## config.mk

```make
export PLATFORM = sky130hd
export DESIGN_NAME = sum_checked_frame_parser
export DESIGN_NICKNAME = d
export VERILOG_FILES = /design/src/rtl/sumck_pkg.sv /design/src/rtl/sum_checked_frame_parser.sv /design/src/rtl/sumck_parse.sv /design/src/rtl/sumck_out_buf.sv
export SDC_FILE = /design/constraint.sdc
export NUM_CORES = 1
export LEC_CHECK = 0
export ABC_CLOCK_PERIOD_IN_PS = 6200
export BUFFER_PORTS_ARGS = -buffer_cell sky130_fd_sc_hd__buf_2
export CORE_MARGIN = 2
export CORE_UTILIZATION = 25
export DETAILED_ROUTE_END_ITERATION = 8
export PLACE_DENSITY = 0.42
export SETUP_SLACK_MARGIN = 0.02
export SYNTH_ARGS = -nofsm -noshare
export SYNTH_HDL_FRONTEND = slang
export SYNTH_SLANG_ARGS = --single-unit
```

## constraint.sdc

```tcl
create_clock -name clock -period 6.2 [get_ports clock]
set_input_delay 1.86 -clock clock [delete_from_list [all_inputs] [get_ports clock]]
set_output_delay 1.86 -clock clock [all_outputs]
set_load 0.05 [all_outputs]
```

## src/rtl/sumck_pkg.sv

```systemverilog
// shared constants and result word type for the sum-checked frame parser
package sumck_pkg;

   localparam int unsigned BYTE_W = 8;
   localparam int unsigned HALF_W = 16;

   localparam logic [BYTE_W-1:0] START_BYTE = 8'h3a;

   // result kinds
   localparam logic KIND_PAYLOAD   = 1'b0;
   localparam logic KIND_FRAME_END = 1'b1;

   typedef struct packed {
      logic              kind;
      logic [BYTE_W-1:0] payload_byte;
      logic [HALF_W-1:0] frame_address;
      logic [HALF_W-1:0] function_code;
      logic [HALF_W-1:0] frame_length;
      logic              checksum_ok;
   } rsp_word_type;

endpackage

```

## src/rtl/sum_checked_frame_parser.sv

```systemverilog
// top level of the sum-checked frame parser
//
//   channel  dir  ports                                   one word
//   req      in   req_valid req_stall req_rx_byte         one received byte
//   rsp      out  rsp_valid rsp_stall rsp_kind ...        payload byte or frame end
//
// one byte is taken every cycle while req_stall is low; the parse step is combinational logic
// between the parse state registers and the result register
// a result reaches rsp from the result register, passing through the skid entry first if rsp is stalled
// reset (synchronous, active high) returns the parser to waiting for start
// a stalled result waits in the result register; one more result word still
// goes into the skid entry, after which req_stall rises until rsp takes a word
module sum_checked_frame_parser import sumck_pkg::*; (
   input  logic              clock,
   input  logic              reset,
   input  logic              req_valid,
   output logic              req_stall,
   input  logic [BYTE_W-1:0] req_rx_byte,
   output logic              rsp_valid,
   input  logic              rsp_stall,
   output logic              rsp_kind,
   output logic [BYTE_W-1:0] rsp_payload_byte,
   output logic [HALF_W-1:0] rsp_frame_address,
   output logic [HALF_W-1:0] rsp_function_code,
   output logic [HALF_W-1:0] rsp_frame_length,
   output logic              rsp_checksum_ok
);

   logic         accept;
   logic         buf_full;
   logic         res_valid;
   rsp_word_type res_word;
   rsp_word_type out_word;

   // stall only once the skid entry holds a word
   assign req_stall = buf_full;
   assign accept    = req_valid && !buf_full;

   // header capture, payload count and running sum
   sumck_parse u_parse (
      .clock     (clock),
      .reset     (reset),
      .accept    (accept),
      .rx_byte   (req_rx_byte),
      .res_valid (res_valid),
      .res_word  (res_word)
   );

   // result register plus skid so input keeps flowing while rsp is stalled
   sumck_out_buf u_out_buf (
      .clock     (clock),
      .reset     (reset),
      .in_valid  (res_valid),
      .in_word   (res_word),
      .in_full   (buf_full),
      .out_valid (rsp_valid),
      .out_word  (out_word),
      .out_stall (rsp_stall)
   );

   assign rsp_kind          = out_word.kind;
   assign rsp_payload_byte  = out_word.payload_byte;
   assign rsp_frame_address = out_word.frame_address;
   assign rsp_function_code = out_word.function_code;
   assign rsp_frame_length  = out_word.frame_length;
   assign rsp_checksum_ok   = out_word.checksum_ok;

endmodule

```

## src/rtl/sumck_parse.sv

```systemverilog
// frame parse state machine with running header and payload sum
module sumck_parse import sumck_pkg::*; (
   input  logic              clock,
   input  logic              reset,
   input  logic              accept,
   input  logic [BYTE_W-1:0] rx_byte,
   output logic              res_valid,
   output rsp_word_type      res_word
);

   typedef enum logic [3:0] {
      PH_IDLE  = 4'd0,
      PH_ADDR0 = 4'd1,
      PH_ADDR1 = 4'd2,
      PH_FUNC0 = 4'd3,
      PH_FUNC1 = 4'd4,
      PH_LEN0  = 4'd5,
      PH_LEN1  = 4'd6,
      PH_DATA  = 4'd7,
      PH_SUM1  = 4'd8
   } phase_type;

   phase_type         phase_ff, phase_in;
   logic [HALF_W-1:0] addr_ff, addr_in;
   logic [HALF_W-1:0] func_ff, func_in;
   logic [HALF_W-1:0] len_ff, len_in;
   logic [HALF_W-1:0] left_ff, left_in;
   logic [HALF_W-1:0] sum_ff, sum_in;
   logic [BYTE_W-1:0] sum_lo_ff, sum_lo_in;
   logic [HALF_W-1:0] rx_sum;
   logic [HALF_W-1:0] len_full;

   assign rx_sum   = {rx_byte, sum_lo_ff};
   assign len_full = {rx_byte, len_ff[BYTE_W-1:0]};

   always_comb begin
      phase_in  = phase_ff;
      addr_in   = addr_ff;
      func_in   = func_ff;
      len_in    = len_ff;
      left_in   = left_ff;
      sum_in    = sum_ff;
      sum_lo_in = sum_lo_ff;
      res_valid = 1'b0;
      res_word.kind          = KIND_PAYLOAD;
      res_word.payload_byte  = '0;
      res_word.frame_address = addr_ff;
      res_word.function_code = func_ff;
      res_word.frame_length  = len_ff;
      res_word.checksum_ok   = 1'b0;
      if (accept) begin
         case (phase_ff)
            PH_IDLE: begin
               if (rx_byte == START_BYTE) phase_in = PH_ADDR0;
            end
            PH_ADDR0: begin
               addr_in  = {{(HALF_W-BYTE_W){1'b0}}, rx_byte};
               phase_in = PH_ADDR1;
            end
            PH_ADDR1: begin
               addr_in  = {rx_byte, addr_ff[BYTE_W-1:0]};
               phase_in = PH_FUNC0;
            end
            PH_FUNC0: begin
               func_in  = {{(HALF_W-BYTE_W){1'b0}}, rx_byte};
               phase_in = PH_FUNC1;
            end
            PH_FUNC1: begin
               func_in  = {rx_byte, func_ff[BYTE_W-1:0]};
               phase_in = PH_LEN0;
            end
            PH_LEN0: begin
               len_in   = {{(HALF_W-BYTE_W){1'b0}}, rx_byte};
               phase_in = PH_LEN1;
            end
            PH_LEN1: begin
               len_in   = len_full;
               left_in  = len_full;
               sum_in   = addr_ff + func_ff + len_full;
               phase_in = PH_DATA;
            end
            PH_DATA: begin
               if (left_ff == '0) begin
                  sum_lo_in = rx_byte;
                  phase_in  = PH_SUM1;
               end else begin
                  sum_in    = sum_ff + {{(HALF_W-BYTE_W){1'b0}}, rx_byte};
                  left_in   = left_ff - HALF_W'(1);
                  res_valid = 1'b1;
                  res_word.payload_byte = rx_byte;
               end
            end
            PH_SUM1: begin
               phase_in  = PH_IDLE;
               res_valid = 1'b1;
               res_word.kind        = KIND_FRAME_END;
               res_word.checksum_ok = (rx_sum == sum_ff);
            end
            default: begin
               phase_in = PH_IDLE;
            end
         endcase
      end
   end

   always_ff @(posedge clock) begin
      if (reset) begin
         phase_ff  <= PH_IDLE;
         addr_ff   <= '0;
         func_ff   <= '0;
         len_ff    <= '0;
         left_ff   <= '0;
         sum_ff    <= '0;
         sum_lo_ff <= '0;
      end else begin
         phase_ff  <= phase_in;
         addr_ff   <= addr_in;
         func_ff   <= func_in;
         len_ff    <= len_in;
         left_ff   <= left_in;
         sum_ff    <= sum_in;
         sum_lo_ff <= sum_lo_in;
      end
   end

endmodule

```

## src/rtl/sumck_out_buf.sv

```systemverilog
// result register with one skid entry
module sumck_out_buf import sumck_pkg::*; (
   input  logic         clock,
   input  logic         reset,
   input  logic         in_valid,
   input  rsp_word_type in_word,
   output logic         in_full,
   output logic         out_valid,
   output rsp_word_type out_word,
   input  logic         out_stall
);

   logic         main_valid_ff, main_valid_in;
   logic         skid_valid_ff, skid_valid_in;
   rsp_word_type main_ff, main_in;
   rsp_word_type skid_ff, skid_in;
   logic         take;

   assign take      = main_valid_ff && !out_stall;
   assign in_full   = skid_valid_ff;
   assign out_valid = main_valid_ff;
   assign out_word  = main_ff;

   always_comb begin
      main_valid_in = main_valid_ff;
      skid_valid_in = skid_valid_ff;
      main_in       = main_ff;
      skid_in       = skid_ff;
      if (take) begin
         if (skid_valid_ff) begin
            main_in       = skid_ff;
            skid_valid_in = 1'b0;
         end else if (in_valid) begin
            main_in = in_word;
         end else begin
            main_valid_in = 1'b0;
         end
      end else if (in_valid) begin
         if (!main_valid_ff) begin
            main_in       = in_word;
            main_valid_in = 1'b1;
         end else begin
            skid_in       = in_word;
            skid_valid_in = 1'b1;
         end
      end
   end

   always_ff @(posedge clock) begin
      if (reset) begin
         main_valid_ff <= 1'b0;
         skid_valid_ff <= 1'b0;
      end else begin
         main_valid_ff <= main_valid_in;
         skid_valid_ff <= skid_valid_in;
      end
      main_ff <= main_in;
      skid_ff <= skid_in;
   end

endmodule
```

==> results of run 1 <==
## worst max path at each step
stage          cells after the start                    to           start  slack [ns]
2_1_floorplan                      6  u_out_buf.skid_ff[0]       req_valid        0.73
3_3_place_gp                       9    u_parse.sum_ff[15]  req_rx_byte[0]        1.83
3_5_place_dp                       9    u_parse.sum_ff[15]  req_rx_byte[0]        1.79
4_1_cts                            9    u_parse.sum_ff[15]  req_rx_byte[0]        2.28
5_1_grt                            9    u_parse.sum_ff[15]  req_rx_byte[0]        2.10
6_report                           9    u_parse.sum_ff[15]  req_rx_byte[0]        2.25
## registers in the layout (all words and copies together), names as in the netlist
name and cells:
u_out_buf.in_full 1, u_parse.left_ff 16, u_out_buf.out_valid 1, u_parse.func_ff 16, u_parse.phase_ff 4, u_out_buf.skid_ff 58
u_parse.addr_ff 16, u_parse.sum_lo_ff 8, u_out_buf.out_word 58, u_parse.sum_ff 16, u_parse.len_ff 16
## routing by layer
metal	vias to the layer above	share of wire	track usage
met5	-	0	0
met3	35	0.043	0.0210
met2	133	0.43	0.194
met1	3469	0.52	0.206
met4	0	0.016	0.0298
li1	3461	-	-
## layout make-up
class | instances | share of cell area
Clock buffer | 36 | 0.0611
Clock inverter | 12 | 0.0103
Inverter | 18 | 0.00574
Multi-Input combinational cell | 633 | 0.375
Sequential cell | 210 | 0.455
Tap cell | 525 | 0.0558
Timing Repair Buffer | 81 | 0.0365
## through the flow
| stage | hold WS, ns | instance area [sq um] |
|---|---|---|
| detailed placement | 0.441 | 10900 |
| floorplan | 0.426 | 10100 |
| global placement | 0.439 | 10900 |
| CTS | 0.452 | 11800 |
| finish | 0.441 | 11800 |
| global route | 0.472 | 11800 |
## synth_stat cells (4+ instances only)
cell and instances:
sky130_fd_sc_hd__inv_1 18, sky130_fd_sc_hd__and3_1 5, sky130_fd_sc_hd__nand2_1 87, sky130_fd_sc_hd__nor2b_1 7
sky130_fd_sc_hd__nand4_1 9, sky130_fd_sc_hd__a21o_1 21, sky130_fd_sc_hd__nor3_1 17, sky130_fd_sc_hd__clkbuf_1 31
sky130_fd_sc_hd__a211oi_1 11, sky130_fd_sc_hd__o211ai_1 4, sky130_fd_sc_hd__ha_1 23, sky130_fd_sc_hd__mux2_2 47
sky130_fd_sc_hd__fa_1 17, sky130_fd_sc_hd__nand2b_1 6, sky130_fd_sc_hd__mux2i_1 15, sky130_fd_sc_hd__nand3_1 37
sky130_fd_sc_hd__a22oi_1 10, sky130_fd_sc_hd__or3_1 7, sky130_fd_sc_hd__a31oi_1 11, sky130_fd_sc_hd__and2_1 13
sky130_fd_sc_hd__buf_2 16, sky130_fd_sc_hd__xnor2_1 23, sky130_fd_sc_hd__xor2_1 9, sky130_fd_sc_hd__o21ai_0 32
sky130_fd_sc_hd__a21oi_1 79, sky130_fd_sc_hd__nor2_1 73, sky130_fd_sc_hd__dfxtp_1 94, sky130_fd_sc_hd__edfxtp_1 116
## logic make-up after synthesis
group,share of synthesized area
compound gates,0.127
buf+inv,0.0310
flops,0.532
mux,0.0674
simple gates,0.153
xor+xnor,0.0278
fa+ha+maj,0.0623
## power breakdown
| group | switching (mW) | internal (mW) | leakage (nW) |
|---|---|---|---|
| Clock | 0.598 | 0.895 | 0.407 |
| Combinational | 0.0489 | 0.0155 | 2.11 |
| Sequential | 0.000138 | 1.45 | 1.86 |
==> impl_metrics.tcl, run 1 <==
set metrics [dict create \
    rsz0062_at_grt "false" \
    residual_drc_count 0 \
    hold_path.class "reg -> reg" \
    cts-buffers-inserted 26 \
    multiInputGateArea_sq_mm 0.00442 \
    utilization 0.296 \
    maximum_frequency_from_static_timing_analysis_ghz 0.253 \
    layout.nets 1022 \
    required_ns 6.63 \
    routed_wirelength_um 28400 \
    most_common_cell_after_layout_fill_and_taps_aside "sky130_fd_sc_hd__edfxtp_1" \
    synth.area.top_cells "sky130_fd_sc_hd__edfxtp_1, sky130_fd_sc_hd__dfxtp_1, sky130_fd_sc_hd__mux2_2" \
    synth.lib_cells_used.distinct 77 \
    mostFrequentLayoutCells "sky130_fd_sc_hd__edfxtp_1, sky130_fd_sc_hd__dfxtp_1, sky130_fd_sc_hd__nand2_1" \
    detail_route.vias_per_cell 4.69 \
    final_critical_path_setup_slack_ns 2.25 \
    core.rowCount 73 \
    synthesis.area_sq_mm 0.0101 \
    numPlacedInstances 1467 \
    areaGrowthSynthToFinish_pct 16.8 \
    timing.slew.headroom 0.428 \
    grt_first_pass_wirelength_um 42900 \
    fin_worst_skew_ns 0.0238 \
    slew_viol_final 0 \
    dp_hpwl_um 19100 \
    postCtsSetupBuffers 0 \
    vias 7098 \
    tns_ns 0 \
    layout_min_cycle_time_ns 3.95 \
    num_io_pins 72 \
    die_width_um 205 \
    slowest_stage "sky130_fd_sc_hd__fa_1" \
    postCtsResizedCells 0 \
    max_slew.worst_pin.slew_ns 0.856 \
    seq_area_sq_mm 0.00537 \
    critical_path.most_common_cell "sky130_fd_sc_hd__a21oi_1" \
    synth.avg_cell_area_sq_um 11.0 \
    most_common_flop_cell_mapped_by_yosys "sky130_fd_sc_hd__edfxtp_1" \
    synth.largest_area_cell "sky130_fd_sc_hd__edfxtp_1" \
    setup-violations-final 0 \
    timing.final.hold_violations 0 \
    clkSlewWorstSetupHoldPaths_ns 0.06 \
    synth-seq-area-share 0.532 \
    run_status "finished clean" \
    post-synth-top-area-fraction 0.345 \
    timing.critical_path.to_type "register" \
    die_h_um 205 \
    fill_cells 4113 \
    crit_path_max_fanout 13 \
    ys.warnings.count 0 \
    post_layout_nonfiller_instances 1515 \
    min_period_over_period 0.638 \
    detail_route_antenna_nets 0 \
    post_synth_inst_count 913 \
    number_of_antenna_violations_at_the_first_check_in_global_routing 0 \
    grt_overflow_total 0 \
    coreArea_sq_mm 0.0398 \
    synth-async-reset-ratio 0 \
    power.leakage_nw 4.38 \
    routed_wl_per_cell_um 18.7 \
    startpoint_of_the_worst_register_to_register_path "u_parse.left_ff[0]" \
    grt_max_degree 69 \
    drt_iter0_drc 492 \
    cts.root.buffer_cell "sky130_fd_sc_hd__clkbuf_16" \
    final_total_power_mw 3.01 \
    ff2ff_path_depth 9 \
    critical-path-max-stage-delay_ns 0.47 \
    via_count_of_the_first_global_routing_pass 6754 \
    path_buf_inv 1 \
    synth_enable_flop_cells 116 \
    max_cap_viol_count 0 \
    path_cells "buf_2 > fa_1 > ha_1 > a21oi_1 > o21ai_0 > a31o_2 > a21oi_1 > mux2_2 > a21oi_1" \
    layout-drive-gt1-share 0.194 \
    max-vdd-ir-drop_mv 0.146 \
    power_per_cell_area_mw_per_mm2 256 \
    initial_core_util 0.253 \
    cts_buffer_depth 3 \
    worst_setup_path_start_kind "input pin" \
    detailedRoute.firstPassIterationCount 6 \
    place_ws_ns 1.79 \
    number_of_cells_traversed_by_the_worst_hold_path 0 \
    cts_htree_levels 1 \
    routabilityCongestion 0.839 \
    criticalPathCategory "in -> reg" \
    antennaDiodeCount 0 \
    min_from "u_parse.func_ff[0]" \
    port_buf_inserts 71 \
    cts_hold_repair.buffers 0 \
    globalRouteTotalUtil 0.133 \
    crit_arrival_ns 4.39 \
    regToRegEndpoint "u_out_buf.skid_ff[32]" \
    clock_tree_from_tritoncts "built" \
    fp.dieArea_sq_mm 0.0420 \
    worst_path_top_cell_family_by_delay "compound AO/OA/AOI/OAI gates" \
    postSynthRegisterBits 210 \
    mappedNetlistNets 965 \
    hold_end "u_out_buf.skid_ff[17]" \
    clkSinkCount 210 \
    regToRegSetupSlack_ns 3.05 \
    clkLatencyLatePin_ns 0.53 \
]
(Power assumes the default switching activity.)
==> inputs of run 2 (changes only) <==
ABC_AREA = 1   (was unset)
ABC_CLOCK_PERIOD_IN_PS = 3400   (was 6200)
PLACE_DENSITY = 0.43   (was 0.42)
clock period = 3.4 ns   (was 6.2 ns; I/O delays follow)
==> run 2 against run 1 <==
Flip-flop and latch count unchanged. Die area rose by 3.6%. Setup slack got worse by 1.5 ns. Highest routed layer unchanged.
==> impl_metrics.tcl, run 2 <==
set metrics [dict create \
    maximum_frequency_from_static_timing_analysis_ghz 0.380 \
    power_per_cell_area_mw_per_mm2 534 \
    post-synth-top-area-fraction 0.333 \
    place_ws_ns 0.359 \
    fp.dieArea_sq_mm 0.0435 \
    max_slew.worst_pin.slew_ns 1.14 \
    run_status "finished clean" \
    setup-violations-final 0 \
    clock_tree_from_tritoncts "built" \
    die_h_um 209 \
    dp_hpwl_um 22300 \
    synth_enable_flop_cells 116 \
    routabilityCongestion 0.834 \
    synthesis.area_sq_mm 0.0105 \
    areaGrowthSynthToFinish_pct 17.2 \
    postLayoutCellArea_sq_mm 0.0123 \
    postSynthRegisterBits 210 \
    rsz0062_at_grt "false" \
    tns_ns 0 \
    ys_top_cells_by_count "sky130_fd_sc_hd__nand2_1, sky130_fd_sc_hd__inv_1, sky130_fd_sc_hd__edfxtp_1, sky130_fd_sc_hd__nor2_1, sky130_fd_sc_hd__dfxtp_1" \
    postCtsResizedCells 0 \
    max-vdd-ir-drop_mv 0.298 \
    slew_viol_final 0 \
    seq_area_sq_mm 0.00537 \
    synth.area.top_cells "sky130_fd_sc_hd__edfxtp_1, sky130_fd_sc_hd__dfxtp_1, sky130_fd_sc_hd__nand2_1" \
    postCtsSetupBuffers 0 \
    fin_worst_hold_slack_ns 0.440 \
    criticalPathCategory "reg -> reg" \
    antennaDiodeCount 0 \
    crit_path_max_fanout 13 \
    residual_drc_count 0 \
    number_of_antenna_violations_at_the_first_check_in_global_routing 0 \
    clkSinkCount 210 \
    utilization 0.299 \
    mappedNetlistNets 1314 \
    synth-seq-area-share 0.513 \
    detailedRoute.firstPassIterationCount 5 \
    synth.most_common_cell "sky130_fd_sc_hd__nand2_1" \
    numPlacedInstances 1845 \
    final_critical_path_setup_slack_ns 0.767 \
    most_common_cell_after_layout_fill_and_taps_aside "sky130_fd_sc_hd__nand2_1" \
    placed_cell_area_sq_mm 0.0115 \
    num_io_pins 72 \
    grt_max_degree 66 \
    initial_core_util 0.255 \
    layout-drive-gt1-share 0.122 \
    die_width_um 209 \
    synth.largest_area_cell "sky130_fd_sc_hd__edfxtp_1" \
    cts-buffers-inserted 24 \
    cts_buffer_depth 3 \
    fill_cells 4441 \
    post_layout_nonfiller_instances 1889 \
    post_synth_inst_count 1262 \
    grt_overflow_total 0 \
    timing.final.hold_violations 0 \
    cts_htree_levels 1 \
    cts_hold_repair.buffers 0 \
    ys.warnings.count 0 \
    max_cap_viol_count 0 \
    most_common_flop_cell_mapped_by_yosys "sky130_fd_sc_hd__edfxtp_1" \
    required_ns 3.63 \
    drt_iter0_drc 509 \
    fin_worst_skew_ns 0.0178 \
    mostFrequentLayoutCells "sky130_fd_sc_hd__nand2_1, sky130_fd_sc_hd__inv_1, sky130_fd_sc_hd__edfxtp_1" \
    synth-async-reset-ratio 0 \
    power.leakage_nw 5.10 \
    hold_path.class "reg -> reg" \
    timing.slew.headroom 0.242 \
    synth.lib_cells_used.distinct 39 \
    routed_wl_per_cell_um 16.6 \
    detail_route.vias_per_cell 4.43 \
    vias 8363 \
    path_cells "inv_1 > ha_1 > nand3_2 > nor2_2 > nand2_1 > inv_2 > nor2_1 > nand2_1 > nand2_1 > nand2_1 > nor2_4 > buf_4" \
    multiInputGateArea_sq_mm 0.00437 \
    min_period_over_period 0.774 \
    regToRegSetupSlack_ns 0.77 \
    layout_min_cycle_time_ns 2.63 \
    via_count_of_the_first_global_routing_pass 8053 \
    clkLatencyLatePin_ns 0.54 \
    final_total_power_mw 6.54 \
    routed_wirelength_um 31300 \
    synth.avg_cell_area_sq_um 8.29 \
    core.rowCount 74 \
    critical_path.most_common_cell "sky130_fd_sc_hd__nand2_1" \
    port_buf_inserts 71 \
    globalRouteTotalUtil 0.144 \
    timing.critical_path.to_type "register" \
    clkSlewWorstSetupHoldPaths_ns 0.06 \
    detail_route_antenna_nets 0 \
    layout.nets 1391 \
    grt_first_pass_wirelength_um 48800 \
    slowest_stage "sky130_fd_sc_hd__nor2_4" \
    cts.root.buffer_cell "sky130_fd_sc_hd__clkbuf_16" \
    critical-path-max-stage-delay_ns 0.41 \
    crit_arrival_ns 2.86 \
    coreArea_sq_mm 0.0410 \
    worst_setup_path_start_kind "register" \
]
run 2: cell count changes in the layout (fill, tap and decap cells not counted), moves of 13 or more:
| cell | delta |
|---|---|
| sky130_fd_sc_hd__a21o_1 | -21 |
| sky130_fd_sc_hd__a21oi_1 | +13 |
| sky130_fd_sc_hd__buf_4 | +13 |
| sky130_fd_sc_hd__inv_1 | +108 |
| sky130_fd_sc_hd__mux2_2 | -47 |
| sky130_fd_sc_hd__mux2i_1 | -15 |
| sky130_fd_sc_hd__nand2_1 | +305 |
| sky130_fd_sc_hd__nand3_1 | +42 |
| sky130_fd_sc_hd__nor2_1 | +34 |
| sky130_fd_sc_hd__nor3_1 | -13 |
| sky130_fd_sc_hd__o21ai_0 | +36 |
| sky130_fd_sc_hd__o21ai_1 | +13 |
| sky130_fd_sc_hd__xnor2_1 | -20 |
run 2: layout make-up:
class / count / share of cell area
Clock inverter: 13 / 0.00786
Inverter: 137 / 0.0420
Sequential cell: 210 / 0.438
Timing Repair Buffer: 97 / 0.0480
Multi-Input combinational cell: 869 / 0.357
Clock buffer: 31 / 0.0529
Tap cell: 532 / 0.0543
run 2: path summary, 6_finish.rpt:
| kind | start | to | depth (start not counted) |
|---|---|---|---|
| setup / recovery | u_parse.left_ff[0] | u_out_buf.skid_ff[51] | 12 |
| hold / removal | u_parse.len_ff[0] | u_out_buf.skid_ff[1] | 0 |
| setup reg to reg | u_parse.left_ff[0] | u_out_buf.skid_ff[51] | 12 |
| hold reg to reg | u_parse.len_ff[0] | u_out_buf.skid_ff[1] | 0 |
run 2: cells by family after synthesis:
family          Yosys count  synth area share
buf+inv                 183            0.0701
compound gates          199             0.100
flops                   210             0.513
fa+ha+maj                40            0.0601
xor+xnor                 13            0.0109
simple gates            617             0.246
run 2: worst max-delay path: cells and delay by family (launching register included):
family | cells | cell delay (ns)
flip-flops | 1 | 0.37
adder cells (fa/ha/maj) | 1 | 0.25
buffers and inverters | 3 | 0.45
AND/OR/NAND/NOR | 8 | 1.25
run 2: report_power, final:
group / switching, mW / internal [mW] / total (mW)
logic: 0.753 / 0.359 / 1.11
registers: 0.146 / 2.78 / 2.92
clock network: 1.08 / 1.42 / 2.51
run 2: metal layers:
layer | track usage | routed length (um)
met1 | 0.191 | 14400
met4 | 0.0424 | 751
met3 | 0.0202 | 1320
met2 | 0.245 | 14800
met5 | 0 | 0
==> inputs of run 3 (changes only) <==
ABC_AREA = 0   (was 1)
ABC_CLOCK_PERIOD_IN_PS = 2100   (was 3400)
clock period = 2.1 ns   (was 3.4 ns; I/O delays follow)
==> run 3 against run 2 <==
Clock power rose by 63%. Clock-buffer cell count rose by 3. Utilization rose by 5.5 points. Non-clock buffer count rose by 182. Combinational power fell by 76%. Total power rose by 32%. Sequential power rose by 47%. Clock skew fell by 0.0023 ns. The run now ends with setup timing left. Design area rose by 15%. Critical path depth fell by 1. First-iteration DRC count fell by 7.7%.
==> impl_metrics.tcl, run 3 (synthesis results as in run 1) <==
set metrics [dict create \
    vias 7868 \
    cts_hold_repair.buffers 0 \
    final_critical_path_setup_slack_ns -0.417 \
    most_common_cell_after_layout_fill_and_taps_aside "sky130_fd_sc_hd__buf_4" \
    antennaDiodeCount 0 \
    postLayoutCellArea_sq_mm 0.0141 \
    grtUsageMet3 0.0229 \
    met1_usage 0.217 \
    cts_buffer_depth 3 \
    regToRegEndpoint "u_parse.sum_ff[13]" \
    routed_wirelength_um 32000 \
    met2_track_demand_over_resource_in_global_routing 0.228 \
    detail_route_antenna_nets 0 \
    clkLatencyLatePin_ns 0.55 \
    place_ws_ns -0.664 \
    regToRegSetupSlack_ns -0.42 \
    mostFrequentLayoutCells "sky130_fd_sc_hd__buf_4, sky130_fd_sc_hd__edfxtp_1, sky130_fd_sc_hd__nand2_1" \
    clkSinkCount 210 \
    cts.root.buffer_cell "sky130_fd_sc_hd__clkbuf_16" \
    max_slew.worst_pin.slew_ns 0.579 \
    setup-violations-final 117 \
    cts_htree_levels 1 \
    fin_worst_skew_ns 0.0155 \
    rsz0062_at_grt "true" \
    slew_viol_final 0 \
    detailedRoute.firstPassIterationCount 5 \
    port_buf_inserts 71 \
    die_width_um 205 \
    core.rowCount 73 \
    crit_arrival_ns 3.00 \
    post_layout_nonfiller_instances 1713 \
    layout-drive-gt1-share 0.396 \
    startpoint_of_the_worst_register_to_register_path "u_parse.len_ff[1]" \
    maximum_frequency_from_static_timing_analysis_ghz 0.397 \
    routabilityCongestion 0.840 \
    layout_min_cycle_time_ns 2.52 \
    min_period_over_period 1.20 \
    routed_wl_per_cell_um 18.7 \
    drt_iter0_drc 470 \
    grt_first_pass_wirelength_um 47600 \
    initial_core_util 0.253 \
    ff2ff_path_depth 11 \
    power.leakage_nw 5.48 \
    timing.slew.headroom 0.610 \
    timing.final.hold_violations 0 \
    clock_tree_from_tritoncts "built" \
    number_of_antenna_violations_at_the_first_check_in_global_routing 0 \
    layout.nets 1220 \
    run_status "finished with violations" \
    criticalPathCategory "reg -> reg" \
    fin_worst_hold_slack_ns 0.428 \
    max_cap_viol_count 0 \
    dp_hpwl_um 22300 \
    critical-path-max-stage-delay_ns 0.55 \
    via_count_of_the_first_global_routing_pass 7757 \
    fill_cells 4104 \
    path_cells "fa_1 > ha_2 > inv_2 > fa_2 > nor2b_4 > o2111ai_4 > buf_4 > a21oi_2 > nor3_1 > nand3b_1 > a21oi_2" \
    globalRouteTotalUtil 0.149 \
    worstSetupEndpoint "u_parse.sum_ff[13]" \
    grt_max_degree 43 \
    critical_path.most_common_cell "sky130_fd_sc_hd__a21oi_2" \
    detail_route.vias_per_cell 4.59 \
    num_io_pins 72 \
    hold_path.class "in -> reg" \
    setup.worst_path.start "u_parse.len_ff[1]" \
    required_ns 2.58 \
    slowest_stage "sky130_fd_sc_hd__fa_1" \
    grt_overflow_total 0 \
    violations "setup timing" \
    clkSlewWorstSetupHoldPaths_ns 0.06 \
    crit_path_max_fanout 2 \
    worst_setup_path_start_kind "register" \
    numPlacedInstances 1635 \
    coreArea_sq_mm 0.0398 \
    fp.dieArea_sq_mm 0.0420 \
    die_h_um 205 \
    residual_drc_count 0 \
    global_route.peak_usage_layer "met2" \
    cts-buffers-inserted 26 \
    placed_cell_area_sq_mm 0.0125 \
    areaGrowthSynthToFinish_pct 39.8 \
    max-vdd-ir-drop_mv 0.517 \
    power_per_cell_area_mw_per_mm2 614 \
    utilization 0.354 \
    timing.critical_path.to_type "register" \
]
## run 3: changes by cell type in the layout (fill, tap and decap cells not counted), sizes merged, moves of 15 or more
cell,previous run,this run
nor3,6,21
a21o,0,22
inv,138,18
mux2i,0,15
mux2,0,47
nand3,81,37
buf,97,272
nand2,396,88
nor2,114,74
o21ai,83,35
xnor2,3,23
## run 3: per-stage QoR
| stage | total power [mW] | setup TNS [ns] |
|---|---|---|
| after global placement | 4.64 | -25.53 |
| after CTS | 8.81 | -7.03 |
| final | 8.66 | -11.28 |
| after global routing | 8.97 | -18.65 |
| after floorplan | 4.50 | -40.88 |
| after detailed placement | 4.64 | -21.93 |
## run 3: worst min path at each step
stage | from | endpoint | slack [ns] | depth (start not counted)
after floorplan | u_parse.len_ff[9] | u_out_buf.skid_ff[10] | 0.43 | 0
after global placement | u_parse.len_ff[13] | u_out_buf.skid_ff[14] | 0.45 | 0
after detailed placement | u_parse.len_ff[11] | u_out_buf.skid_ff[12] | 0.46 | 0
after CTS | rsp_stall | u_out_buf.out_valid | 0.40 | 3
after global routing | rsp_stall | u_out_buf.out_valid | 0.46 | 3
final | rsp_stall | u_out_buf.out_valid | 0.43 | 3
## run 3: metal layers
| layer | vias to the layer above | routed length, um | part of all wire |
|---|---|---|---|
| met2 | 148 | 14400 | 0.45 |
| met3 | 37 | 1320 | 0.041 |
| li1 | 3871 | - | - |
| met5 | - | 0 | 0 |
| met4 | 0 | 743 | 0.023 |
| met1 | 3812 | 15500 | 0.49 |
## run 3: area by class of cell
class                           instances  area, sq um  area share
Sequential cell                       210         5380       0.382
Multi-Input combinational cell        633         4900       0.348
Timing Repair Buffer                  279         2310       0.164
Clock buffer                           34          701      0.0497
Tap cell                              525          657      0.0466
Clock inverter                         14         75.1     0.00532
Inverter                               18         70.1     0.00497
## run 3: what timing repair did
action / CTS / global route
gates resized for setup: 51 / 53
endpoints found under the hold margin: 0 / 0
cloned: 4 / 8
setup buffers: 8 / 16
pin swaps: 32 / 25
endpoints found under the setup margin: 121 / 153
## run 3: critical path: cells and delay by family, from the launching register on
family / cells / cell delay, ns
fa+ha+maj: 3 / 1.11
compound gates: 3 / 0.42
simple gates: 3 / 0.41
flops: 1 / 0.32
buf+inv: 2 / 0.20
## run 3: where the power goes
group	internal (mW)	leakage (nW)	switching, mW
Sequential	4.29	1.83	0.000174
Combinational	0.0951	3.27	0.172
Clock	2.34	0.381	1.76
